--- config.mk ---
export PLATFORM = sky130hd
export DESIGN_NAME = retargetable_time_ramp
export DESIGN_NICKNAME = d
export VERILOG_FILES = /design/src/sv/rtr_pkg.sv /design/src/sv/retargetable_time_ramp.sv
export SDC_FILE = /design/constraint.sdc
export NUM_CORES = 2
export LEC_CHECK = 0
export BUFFER_PORTS_ARGS = -buffer_cell sky130_fd_sc_hd__buf_2
export CAP_MARGIN = 20
export CORE_UTILIZATION = 51
export CTS_BUF_LIST = sky130_fd_sc_hd__clkbuf_2
export CTS_CLUSTER_DIAMETER = 40
export DETAILED_ROUTE_END_ITERATION = 16
export GPL_TIMING_DRIVEN = 0
export PLACE_DENSITY = 0.74
export SKIP_CTS_REPAIR_TIMING = 1
export SLEW_MARGIN = 40
export SYNTH_ARGS = -nofsm -noshare
export SYNTH_HDL_FRONTEND = slang
export SYNTH_SLANG_ARGS = --single-unit
export TNS_END_PERCENT = 50
--- constraint.sdc ---
create_clock -name clk -period 11.55 [get_ports clk]
set_input_delay 1.7325 -clock clk [delete_from_list [all_inputs] [get_ports clk]]
set_output_delay 1.7325 -clock clk [all_outputs]
set_load 0.01 [all_outputs]
--- src/sv/rtr_pkg.sv ---
`timescale 1ns / 1ps
// ----------------------------------------------------------------------------
// rtr_pkg - retargetable time ramp shared definitions
// Number formats, command codes and the microcode store of the sequencer.
// ----------------------------------------------------------------------------
package rtr_pkg;

	localparam int FRACTION_BITS = 16;
	localparam int VALUE_WIDTH   = 32;
	localparam int FRAC_W        = FRACTION_BITS + 1;
	localparam int TIME_W        = 31;
	localparam int UPC_W         = 5;
	localparam int CNT_W         = 5;

	localparam logic [FRAC_W-1:0] ONE = FRAC_W'(1) << FRACTION_BITS;

	// command codes of an input beat
	localparam logic [2:0] CMD_TICK       = 3'd0;
	localparam logic [2:0] CMD_SET_TARGET = 3'd1;
	localparam logic [2:0] CMD_SET_BLEND  = 3'd2;
	localparam logic [2:0] CMD_SET_ALPHA  = 3'd3;
	localparam logic [2:0] CMD_RESTART    = 3'd4;

	// datapath actions, one per control word
	typedef enum logic [4:0] {
		MU_NOP,
		MU_RA_DIFF,
		MU_RA_ABS,
		MU_RA_CMP,
		MU_DIV_ITER,
		MU_APPLY_MUL,
		MU_APPLY_SET,
		MU_RT_MUL,
		MU_RT_SET,
		MU_TK_MUL,
		MU_TK_DSET,
		MU_TK_ADD,
		MU_DONE,
		MU_FINISH,
		MU_SET_TARGET,
		MU_SET_BLEND,
		MU_SET_ALPHA,
		MU_RESTART
	} mu_op_t;

	// jump conditions
	typedef enum logic [2:0] {
		JC_NEXT,
		JC_ALWAYS,
		JC_NO_REALIGN,
		JC_NO_RETIME,
		JC_RAMP_ZERO,
		JC_NO_RUN,
		JC_SKIP,
		JC_DIV_MORE
	} jump_cond_t;

	typedef struct packed {
		mu_op_t           op;
		jump_cond_t       cond;
		logic [UPC_W-1:0] target;
	} ctrl_word_t;

	// entry points
	localparam logic [UPC_W-1:0] UA_TICK      = 5'd0;
	localparam logic [UPC_W-1:0] UA_RETIME    = 5'd7;
	localparam logic [UPC_W-1:0] UA_RT_ZERO   = 5'd10;
	localparam logic [UPC_W-1:0] UA_TK_BODY   = 5'd11;
	localparam logic [UPC_W-1:0] UA_TK_DONE   = 5'd17;
	localparam logic [UPC_W-1:0] UA_FINISH    = 5'd18;
	localparam logic [UPC_W-1:0] UA_TARGET    = 5'd19;
	localparam logic [UPC_W-1:0] UA_BLEND     = 5'd20;
	localparam logic [UPC_W-1:0] UA_ALPHA     = 5'd21;
	localparam logic [UPC_W-1:0] UA_AL_APPLY  = 5'd22;
	localparam logic [UPC_W-1:0] UA_RESTART   = 5'd24;
	localparam logic [UPC_W-1:0] UA_RA_APPLY  = 5'd5;
	localparam logic [UPC_W-1:0] UA_RA_DIV    = 5'd4;
	localparam logic [UPC_W-1:0] UA_TK_DIV    = 5'd13;

	function automatic ctrl_word_t cw(mu_op_t op, jump_cond_t cond, logic [UPC_W-1:0] target);
		ctrl_word_t w;
		w.op     = op;
		w.cond   = cond;
		w.target = target;
		return w;
	endfunction

	// microcode store
	function automatic ctrl_word_t ucode(logic [UPC_W-1:0] upc);
		ctrl_word_t w;
		case (upc)
			// tick: realignment
			5'd0:  w = cw(MU_NOP,        JC_NO_REALIGN, UA_RETIME);
			5'd1:  w = cw(MU_RA_DIFF,    JC_NEXT,       UA_FINISH);
			5'd2:  w = cw(MU_RA_ABS,     JC_NEXT,       UA_FINISH);
			5'd3:  w = cw(MU_RA_CMP,     JC_SKIP,       UA_RA_APPLY);
			5'd4:  w = cw(MU_DIV_ITER,   JC_DIV_MORE,   UA_RA_DIV);
			5'd5:  w = cw(MU_APPLY_MUL,  JC_NEXT,       UA_FINISH);
			5'd6:  w = cw(MU_APPLY_SET,  JC_NEXT,       UA_FINISH);
			// tick: retiming
			5'd7:  w = cw(MU_NOP,        JC_NO_RETIME,  UA_TK_BODY);
			5'd8:  w = cw(MU_RT_MUL,     JC_RAMP_ZERO,  UA_RT_ZERO);
			5'd9:  w = cw(MU_RT_SET,     JC_ALWAYS,     UA_TK_BODY);
			5'd10: w = cw(MU_DONE,       JC_NEXT,       UA_FINISH);
			// tick: advance
			5'd11: w = cw(MU_TK_MUL,     JC_NO_RUN,     UA_TK_DONE);
			5'd12: w = cw(MU_TK_DSET,    JC_NEXT,       UA_FINISH);
			5'd13: w = cw(MU_DIV_ITER,   JC_DIV_MORE,   UA_TK_DIV);
			5'd14: w = cw(MU_TK_ADD,     JC_NEXT,       UA_FINISH);
			5'd15: w = cw(MU_APPLY_MUL,  JC_NEXT,       UA_FINISH);
			5'd16: w = cw(MU_APPLY_SET,  JC_ALWAYS,     UA_FINISH);
			5'd17: w = cw(MU_DONE,       JC_NEXT,       UA_FINISH);
			5'd18: w = cw(MU_FINISH,     JC_NEXT,       UA_FINISH);
			// other commands
			5'd19: w = cw(MU_SET_TARGET, JC_ALWAYS,     UA_FINISH);
			5'd20: w = cw(MU_SET_BLEND,  JC_ALWAYS,     UA_FINISH);
			5'd21: w = cw(MU_SET_ALPHA,  JC_NEXT,       UA_FINISH);
			5'd22: w = cw(MU_APPLY_MUL,  JC_NEXT,       UA_FINISH);
			5'd23: w = cw(MU_APPLY_SET,  JC_ALWAYS,     UA_FINISH);
			5'd24: w = cw(MU_RESTART,    JC_ALWAYS,     UA_AL_APPLY);
			default: w = cw(MU_FINISH,   JC_NEXT,       UA_FINISH);
		endcase
		return w;
	endfunction

	// entry address per command
	function automatic logic [UPC_W-1:0] dispatch(logic [2:0] cmd);
		logic [UPC_W-1:0] a;
		case (cmd)
			CMD_TICK:       a = UA_TICK;
			CMD_SET_TARGET: a = UA_TARGET;
			CMD_SET_BLEND:  a = UA_BLEND;
			CMD_SET_ALPHA:  a = UA_ALPHA;
			CMD_RESTART:    a = UA_RESTART;
			default:        a = UA_FINISH;
		endcase
		return a;
	endfunction

endpackage

--- src/sv/retargetable_time_ramp.sv ---
`timescale 1ns / 1ps
// Throughput: one beat at a time; the next beat is taken in the cycle after the result
//   is loaded into the output register, which holds it while out_stall is high.
// Reset: arst_n clears the ramp to its complete state (value one, alpha one, no time
//   left, nothing pending) and empties the output register.
// ----------------------------------------------------------------------------
// retargetable_time_ramp - time-driven linear blend toward a movable target
// A microcoded sequencer steps a datapath with one shared multiplier and one
// shared restoring divider, a bit per cycle.
// ----------------------------------------------------------------------------
module retargetable_time_ramp (
	input  logic               clk,
	input  logic               arst_n,
	input  logic               in_valid,
	output logic               in_stall,
	input  logic [2:0]         command,
	input  logic signed [31:0] value,
	input  logic signed [31:0] alpha_request,
	input  logic signed [31:0] duration,
	output logic               out_valid,
	input  logic               out_stall,
	output logic signed [31:0] blended_value,
	output logic [16:0]        blend_fraction,
	output logic [30:0]        time_left,
	output logic               settled
);

	localparam int FB  = rtr_pkg::FRACTION_BITS;
	localparam int FW  = rtr_pkg::FRAC_W;
	localparam int VW  = rtr_pkg::VALUE_WIDTH;
	localparam int TW  = rtr_pkg::TIME_W;
	localparam int UW  = rtr_pkg::UPC_W;
	localparam int CW  = rtr_pkg::CNT_W;

	typedef enum logic [1:0] {
		ST_IDLE = 2'b01,
		ST_RUN  = 2'b10
	} seq_state_t;

	seq_state_t state_q;
	logic [UW-1:0] upc_q;
	rtr_pkg::ctrl_word_t cw;

	// ramp state
	logic signed [VW-1:0] start_q, goal_q, cur_q;
	logic [FW-1:0]        frac_q;
	logic [TW-1:0]        ticks_q, ramp_q;
	logic                 realign_q, retime_q;

	// latched beat
	logic signed [VW-1:0] value_q;
	logic signed [31:0]   alpha_q;
	logic [TW-1:0]        dt_q;

	// working registers
	logic signed [VW:0]   num_q, den_q;
	logic [FW-1:0]        afrac_q;    // fraction to apply, also divider quotient
	logic signed [50:0]   prod_q;
	logic [31:0]          rem_q, dvs_q;
	logic [FW-1:0]        dvd_q;      // dividend bits still to shift in
	logic [CW-1:0]        cnt_q;
	logic                 skip_q;

	// shared multiplier
	logic signed [VW:0]   mul_a;
	logic signed [FW:0]   mul_b;
	logic signed [50:0]   mul_p;
	logic signed [VW:0]   diff;
	logic [FW-1:0]        frac_rest;

	// divider step
	logic [32:0]          div_t;
	logic                 div_ge;
	logic [31:0]          div_r;

	logic                 rem_ge;
	logic                 jump;
	logic                 advance;
	logic                 in_take;
	logic [VW:0]          num_abs, den_abs;
	logic [FW-1:0]        alpha_clamped;
	logic                 out_valid_q;

	assign cw        = rtr_pkg::ucode(upc_q);
	assign in_stall  = (state_q != ST_IDLE);
	assign in_take   = in_valid && !in_stall;
	assign out_valid = out_valid_q;

	assign diff      = {goal_q[VW-1], goal_q} - {start_q[VW-1], start_q};
	assign frac_rest = rtr_pkg::ONE - frac_q;

	always_comb begin
		case (cw.op)
			rtr_pkg::MU_APPLY_MUL: begin
				mul_a = diff;
				mul_b = {1'b0, afrac_q};
			end
			rtr_pkg::MU_RT_MUL: begin
				mul_a = {{(VW+1-TW){1'b0}}, ramp_q};
				mul_b = {1'b0, frac_rest};
			end
			rtr_pkg::MU_TK_MUL: begin
				mul_a = {{(VW+1-TW){1'b0}}, dt_q};
				mul_b = {1'b0, frac_rest};
			end
			default: begin
				mul_a = {{(VW+1-TW){1'b0}}, dt_q};
				mul_b = {1'b0, frac_rest};
			end
		endcase
	end
	assign mul_p = mul_a * mul_b;

	assign div_t  = {rem_q, dvd_q[FW-1]};
	assign div_ge = (div_t >= {1'b0, dvs_q});
	assign div_r  = div_ge ? 32'(div_t - {1'b0, dvs_q}) : div_t[31:0];
	assign rem_ge = (rem_q >= dvs_q);

	assign num_abs = num_q[VW] ? (VW+1)'(-num_q) : num_q;
	assign den_abs = den_q[VW] ? (VW+1)'(-den_q) : den_q;

	always_comb begin
		if (alpha_q[31])
			alpha_clamped = '0;
		else if (alpha_q > $signed({15'd0, rtr_pkg::ONE}))
			alpha_clamped = rtr_pkg::ONE;
		else
			alpha_clamped = alpha_q[FW-1:0];
	end

	always_comb begin
		case (cw.cond)
			rtr_pkg::JC_NEXT:       jump = 1'b0;
			rtr_pkg::JC_ALWAYS:     jump = 1'b1;
			rtr_pkg::JC_NO_REALIGN: jump = !realign_q;
			rtr_pkg::JC_NO_RETIME:  jump = !retime_q;
			rtr_pkg::JC_RAMP_ZERO:  jump = (ramp_q == '0);
			rtr_pkg::JC_NO_RUN:     jump = !(ticks_q > dt_q);
			rtr_pkg::JC_SKIP:       jump = skip_q || rem_ge;
			rtr_pkg::JC_DIV_MORE:   jump = (cnt_q != CW'(1));
			default:                jump = 1'b0;
		endcase
	end

	// the finish step waits while the output register is full and out_stall is high
	assign advance = !(cw.op == rtr_pkg::MU_FINISH && out_valid_q && out_stall);

	// sequencer
	always_ff @(posedge clk or negedge arst_n) begin
		if (!arst_n) begin
			state_q <= ST_IDLE;
			upc_q   <= rtr_pkg::UA_FINISH;
		end else begin
			case (state_q)
				ST_IDLE: begin
					if (in_take) begin
						state_q <= ST_RUN;
						upc_q   <= rtr_pkg::dispatch(command);
					end
				end
				ST_RUN: begin
					if (advance) begin
						if (cw.op == rtr_pkg::MU_FINISH)
							state_q <= ST_IDLE;
						else if (jump)
							upc_q <= cw.target;
						else
							upc_q <= upc_q + UW'(1);
					end
				end
				default: state_q <= ST_IDLE;
			endcase
		end
	end

	// beat latch
	always_ff @(posedge clk) begin
		if (in_take) begin
			value_q <= value;
			alpha_q <= alpha_request;
			dt_q    <= duration[31] ? '0 : duration[TW-1:0];
		end
	end

	// ramp state and working registers
	always_ff @(posedge clk or negedge arst_n) begin
		if (!arst_n) begin
			start_q   <= '0;
			goal_q    <= VW'(rtr_pkg::ONE);
			cur_q     <= VW'(rtr_pkg::ONE);
			frac_q    <= rtr_pkg::ONE;
			ticks_q   <= '0;
			ramp_q    <= '0;
			realign_q <= 1'b0;
			retime_q  <= 1'b0;
			skip_q    <= 1'b0;
			cnt_q     <= '0;
			num_q     <= '0;
			den_q     <= '0;
			afrac_q   <= '0;
			prod_q    <= '0;
			rem_q     <= '0;
			dvs_q     <= '0;
			dvd_q     <= '0;
		end else if (state_q == ST_RUN) begin
			case (cw.op)
				rtr_pkg::MU_RA_DIFF: begin
					num_q     <= {cur_q[VW-1], cur_q} - {start_q[VW-1], start_q};
					den_q     <= diff;
					realign_q <= 1'b0;
				end
				rtr_pkg::MU_RA_ABS: begin
					rem_q <= num_abs[31:0];
					dvs_q <= den_abs[31:0];
					if (den_q == '0) begin
						afrac_q <= rtr_pkg::ONE;
						skip_q  <= 1'b1;
					end else if (num_q == '0 || (num_q[VW] != den_q[VW])) begin
						afrac_q <= '0;
						skip_q  <= 1'b1;
					end else begin
						skip_q  <= 1'b0;
					end
				end
				rtr_pkg::MU_RA_CMP: begin
					if (!skip_q) begin
						if (rem_ge) begin
							afrac_q <= rtr_pkg::ONE;
						end else begin
							afrac_q <= '0;
							dvd_q   <= '0;
							cnt_q   <= CW'(FB);
						end
					end
				end
				rtr_pkg::MU_DIV_ITER: begin
					rem_q   <= div_r;
					dvd_q   <= {dvd_q[FW-2:0], 1'b0};
					afrac_q <= {afrac_q[FW-2:0], div_ge};
					cnt_q   <= cnt_q - CW'(1);
				end
				rtr_pkg::MU_APPLY_MUL: begin
					frac_q <= afrac_q;
					prod_q <= mul_p;
				end
				rtr_pkg::MU_APPLY_SET: begin
					if (frac_q == rtr_pkg::ONE)
						cur_q <= goal_q;
					else
						cur_q <= start_q + $signed(prod_q[FB +: VW]);
				end
				rtr_pkg::MU_RT_MUL: begin
					prod_q   <= mul_p;
					retime_q <= 1'b0;
				end
				rtr_pkg::MU_RT_SET: begin
					ticks_q <= prod_q[FB +: TW];
				end
				rtr_pkg::MU_TK_MUL: begin
					prod_q <= mul_p;
				end
				rtr_pkg::MU_TK_DSET: begin
					// quotient stays below one, so the top part is already below ticks
					rem_q   <= {1'b0, prod_q[FW +: TW]};
					dvd_q   <= prod_q[FW-1:0];
					dvs_q   <= {1'b0, ticks_q};
					cnt_q   <= CW'(FW);
					afrac_q <= '0;
					ticks_q <= ticks_q - dt_q;
				end
				rtr_pkg::MU_TK_ADD: begin
					afrac_q <= frac_q + afrac_q;
				end
				rtr_pkg::MU_DONE: begin
					ticks_q <= '0;
					frac_q  <= rtr_pkg::ONE;
					cur_q   <= goal_q;
				end
				rtr_pkg::MU_SET_TARGET: begin
					start_q   <= cur_q;
					goal_q    <= value_q;
					realign_q <= 1'b1;
				end
				rtr_pkg::MU_SET_BLEND: begin
					ramp_q   <= dt_q;
					retime_q <= 1'b1;
				end
				rtr_pkg::MU_SET_ALPHA: begin
					afrac_q <= alpha_clamped;
				end
				rtr_pkg::MU_RESTART: begin
					realign_q <= 1'b0;
					retime_q  <= 1'b0;
					if (ramp_q == '0) begin
						afrac_q <= rtr_pkg::ONE;
						ticks_q <= '0;
					end else begin
						afrac_q <= '0;
						ticks_q <= ramp_q;
					end
				end
				default: begin
				end
			endcase
		end
	end

	// output register
	always_ff @(posedge clk or negedge arst_n) begin
		if (!arst_n) begin
			out_valid_q <= 1'b0;
		end else begin
			if (state_q == ST_RUN && cw.op == rtr_pkg::MU_FINISH && advance)
				out_valid_q <= 1'b1;
			else if (out_valid_q && !out_stall)
				out_valid_q <= 1'b0;
		end
	end

	always_ff @(posedge clk) begin
		if (state_q == ST_RUN && cw.op == rtr_pkg::MU_FINISH && advance) begin
			blended_value  <= cur_q;
			blend_fraction <= frac_q;
			time_left      <= ticks_q;
			settled        <= (ticks_q == '0) && (frac_q == rtr_pkg::ONE);
		end
	end

endmodule
==> flow_summary.rst <==
.. list-table::
   :header-rows: 1

   * - Metric
     - Value
   * - Area of the die
     - 106000 sq um
   * - Layout fillers
     - 9495
   * - CTS clock-pin slew for the worst setup and hold paths
     - 0.12 ns
   * - Post-Syn Area
     - 53380 sq um
   * - Synthesis-stage register bit count
     - 579
   * - Maximum Capacitance Violations
     - 0
   * - Cell with the largest stage delay on the worst path
     - clkbuf_1
   * - R2r endpoint
     - prod_q[47]
   * - Instance count of the mapped netlist
     - 5846
   * - Most used cell, CP
     - fa_1
   * - Buffer cell driving the clock tree root
     - clkbuf_2
   * - Via total after detailed routing
     - 46100
   * - Worst reg2reg setup slack
     - 0.33 ns
   * - Outcome
     - completed
   * - Share of layout cells above drive strength 1
     - 0.1155
   * - Req. time, crit path
     - 12.87 ns
   * - Post-detailed-route via-to-cell ratio
     - 5.976
   * - Final Instance Count excl. Fillers
     - 7714
   * - Final net count
     - 7160
   * - Crit end category
     - flip-flop
   * - Beginning of the worst register-to-register path
     - upc_q[0]
   * - Cell type contributing the most total cell area after synthesis
     - fa_1
   * - Max transition margin
     - 0.3355
   * - Adder-Cell Fraction of Synth Area
     - 0.2738
   * - Remaining global-route overflow
     - 0
   * - Final Cycle Share
     - 0.9714
   * - Synthesized-area fraction occupied by ao, oa, aoi and oai cells
     - 0.1524
   * - Multiplexer share of the synthesized area
     - 0.02550
   * - Critical Path Start Type
     - flip-flop
   * - Xor/xnor cell area share of the yosys netlist
     - 0.04489
   * - Antenna violations before repair
     - 14
   * - Async set or reset register ratio after synthesis
     - 0.6960
   * - Starting density of the core
     - 0.5150
   * - Transition at the pin with the smallest max-transition slack
     - 0.9968 ns
   * - Number of routed nets with antenna violations
     - 0
   * - Clock latency on the worst-skew pair
     - 1.45 ns
   * - Setup repair after global routing missed its margin
     - no
   * - Final standard cell area without fillers
     - 58290 sq um
   * - Number of global-route vias before repair
     - 44657
   * - Clock tree from TritonCTS
     - done
   * - Post-Route Skew
     - 0.09997 ns
   * - Worst Path Arrival
     - 12.54 ns
   * - Total area of sequential cells
     - 15380 sq um
   * - Placed instance count
     - 7428
   * - Worst voltage drop across the vdd grid
     - 0.0002371 V
   * - Pin count of the biggest net entering global routing
     - 75
   * - # port buffers
     - 185
   * - Core Box Area
     - 103600 sq um
   * - Routed wire length per instance
     - 24.37 um
   * - Number of enable-type register cells in the synthesized netlist
     - 176
   * - Top-level port count
     - 186
   * - Worst-path maximum fanout
     - 10
   * - Final-report setup violation count
     - 0
   * - Final routed wirelength across all metal layers
     - 188000 um
   * - Warnings from Yosys
     - 0
   * - Post-route worst hold slack
     - 0.2131 ns
   * - Slew Limit Fails
     - 0
   * - FP Rows
     - 118
   * - Delay contributed by the slowest stage of the critical path
     - 0.59 ns
   * - Net Count, Synth
     - 6804
   * - Time the worst path needs with I/O delays and setup
     - 11.22 ns
   * - Category of the most critical setup path
     - reg -> reg
   * - Final-report hold violation count
     - 0
   * - Remaining design rule violation count
     - 0
   * - Die X
     - 325.5 um
   * - Leading register cell type out of synthesis
     - dfrtp_1
   * - Synth top area share
     - 0.1958
   * - Number of clock sinks
     - 579
   * - First-pass GRT wire length
     - 280500 um
   * - Fraction of the mapped netlist area in simple logic gates
     - 0.1404
   * - Placed cell area
     - 56600 sq um
   * - Cell area power density
     - 287.1 nW/um^2
   * - Total half-perimeter wirelength after legalization and detailed placement
     - 153600 um
   * - Combinational family with the most area after synthesis
     - adder cells
   * - Min-delay worst type
     - in -> async
   * - Highest Clock Rate
     - 89.13 MHz
   * - Depth of the most critical reg-to-reg path
     - 34
   * - Sequential fraction of the synthesis area
     - 0.2881
   * - DRT iter0 DRCs
     - 5401
   * - Lkg Pwr
     - 0.02793 uW
   * - Biggest area contributors in the synthesized netlist
     - fa_1, dfrtp_1, edfxtp_1, ha_1, inv_1
   * - # H-tree levels
     - 4
   * - Final RePlAce weighted congestion
     - 1.022
   * - Total track usage
     - 0.3556
   * - First-pass iteration count of the detailed router
     - 7
   * - Number of buffers created by CTS
     - 148
   * - Number of buffers on the longest clock path
     - 3
   * - Avg Inst Size Synth
     - 9.131 sq um
   * - Relative area change from synthesis to final layout
     - 9.193%
   * - Multi-input gate area
     - 34350 sq um
   * - Number of distinct standard cells referenced by the synthesized netlist
     - 105
   * - Height of the die
     - 325.5 um
## where the power goes
group / total (uW) / switching, uW / internal (uW)
Clock: 1560 / 933 / 626
Combinational: 11800 / 7870 / 3970
Sequential: 3340 / 703 / 2640
## worst max path at each step
stage                  start         end  slack (ns)  cells after the start
floorplan           upc_q[0]  prod_q[47]        2.56                     36
global placement    upc_q[0]  prod_q[46]       -1.46                     37
detailed placement  upc_q[0]  prod_q[46]       -1.08                     36
CTS                 upc_q[0]  prod_q[46]       -1.18                     36
global route        upc_q[0]  prod_q[46]        0.02                     38
finish              upc_q[0]  prod_q[47]        0.33                     34
## registers in the layout, summed over array words and instances, names as in the netlist, 31 cells and up
| signal | count |
|---|---|
| dt_q | 31 |
| alpha_q | 32 |
| den_q | 33 |
| value_q | 32 |
| blended_value | 32 |
| time_left | 31 |
| rem_q | 32 |
| goal_q | 32 |
| dvs_q | 32 |
| ramp_q | 31 |
| cur_q | 32 |
| ticks_q | 31 |
| start_q | 32 |
| num_q | 33 |
| prod_q | 48 |
## critical path, delay by kind of cell (launching register included)
kind / cells / cell delay, ns
fa+ha+maj: 8 / 3.86
compound gates: 10 / 2.61
buf+inv: 8 / 1.70
simple gates: 5 / 1.36
mux: 2 / 0.84
flops: 1 / 0.41
xor+xnor: 1 / 0.34
## placed cells by master, fill, tap and decap left out, types with 34 or more instances in the layout
cell      netlist  final
inv_1         813    813
nand2_1       726    724
nor2_1        558    556
fa_1          522    522
dfrtp_1       397    397
ha_1          333    333
o21ai_0       284    282
clkbuf_2        0    266
a21oi_1       264    256
buf_2          26    211
edfxtp_1      176    176
xnor2_1       166    165
clkbuf_1      192    150
a21o_1        110    110
xor2_1        105    103
o21ai_1        96     95
mux2_2         91     91
nor2b_1        65     65
nand3_1        63     63
a22oi_1        58     58
nor3_1         55     53
a31oi_1        47     46
o21a_1         43     43
nand2b_1       42     42
and3_1         34     34
or3_1          34     34
nor4_1         34     34
## layer usage
| metal | share of wire | track usage | up-vias |
|---|---|---|---|
| li1 | - | - | 20360 |
| met1 | 0.42 | 0.4995 | 22775 |
| met2 | 0.42 | 0.5142 | 2491 |
| met3 | 0.11 | 0.09318 | 470 |
| met4 | 0.051 | 0.1621 | 4 |
| met5 | 0.00018 | 0 | - |
## kinds of logic after synthesis
logic type,after synthesis
buffers and inverters,1054
adder cells (fa/ha/maj),855
AND/OR/NAND/NOR,1718
flip-flops,579
AO/OA/AOI/OAI,1246
multiplexers,122
XOR/XNOR,272
## stage by stage
| step | power [uW] | setup TNS, ns | setup WS, ns | utilization |
|---|---|---|---|---|
| 6_report | 16740 | 0 | 0.3307 | 0.5624 |
| 5_1_grt | 17710 | 0 | 0.01970 | 0.5623 |
| 4_1_cts | 16290 | -5.662 | -1.182 | 0.5599 |
| 3_5_place_dp | 14700 | -5.032 | -1.083 | 0.5461 |
| 3_3_place_gp | 14440 | -7.767 | -1.461 | 0.5406 |
| 2_1_floorplan | 10540 | 0 | 2.559 | - |
## Yosys cell counts, types with 34 or more instances
master and n:
a21o_1 110, nand3_1 63, nand2b_1 42, o21ai_0 284, nor4_1 34, xnor2_1 166
ha_1 333, nand2_1 726, nor2_1 558, xor2_1 105, a31oi_1 47, nor3_1 55
inv_1 813, o21ai_1 96, o21a_1 43, fa_1 522, mux2_2 91, edfxtp_1 176
dfrtp_1 397, a21oi_1 264, a22oi_1 58, and3_1 34, nor2b_1 65, clkbuf_1 192
or3_1 34
## layout make-up
| type | instances | share of cell area |
|---|---|---|
| well taps | 1380 | 0.02962 |
| diodes | 13 | 0.0005581 |
| clock buffers | 222 | 0.01906 |
| inverters | 816 | 0.05255 |
| plain buffers | 237 | 0.01707 |
| clock inverters | 47 | 0.005603 |
| repair buffers | 207 | 0.02237 |
| multi-input cells | 4213 | 0.5894 |
| flip-flops and latches | 579 | 0.2638 |
(Power assumes the default switching activity.)
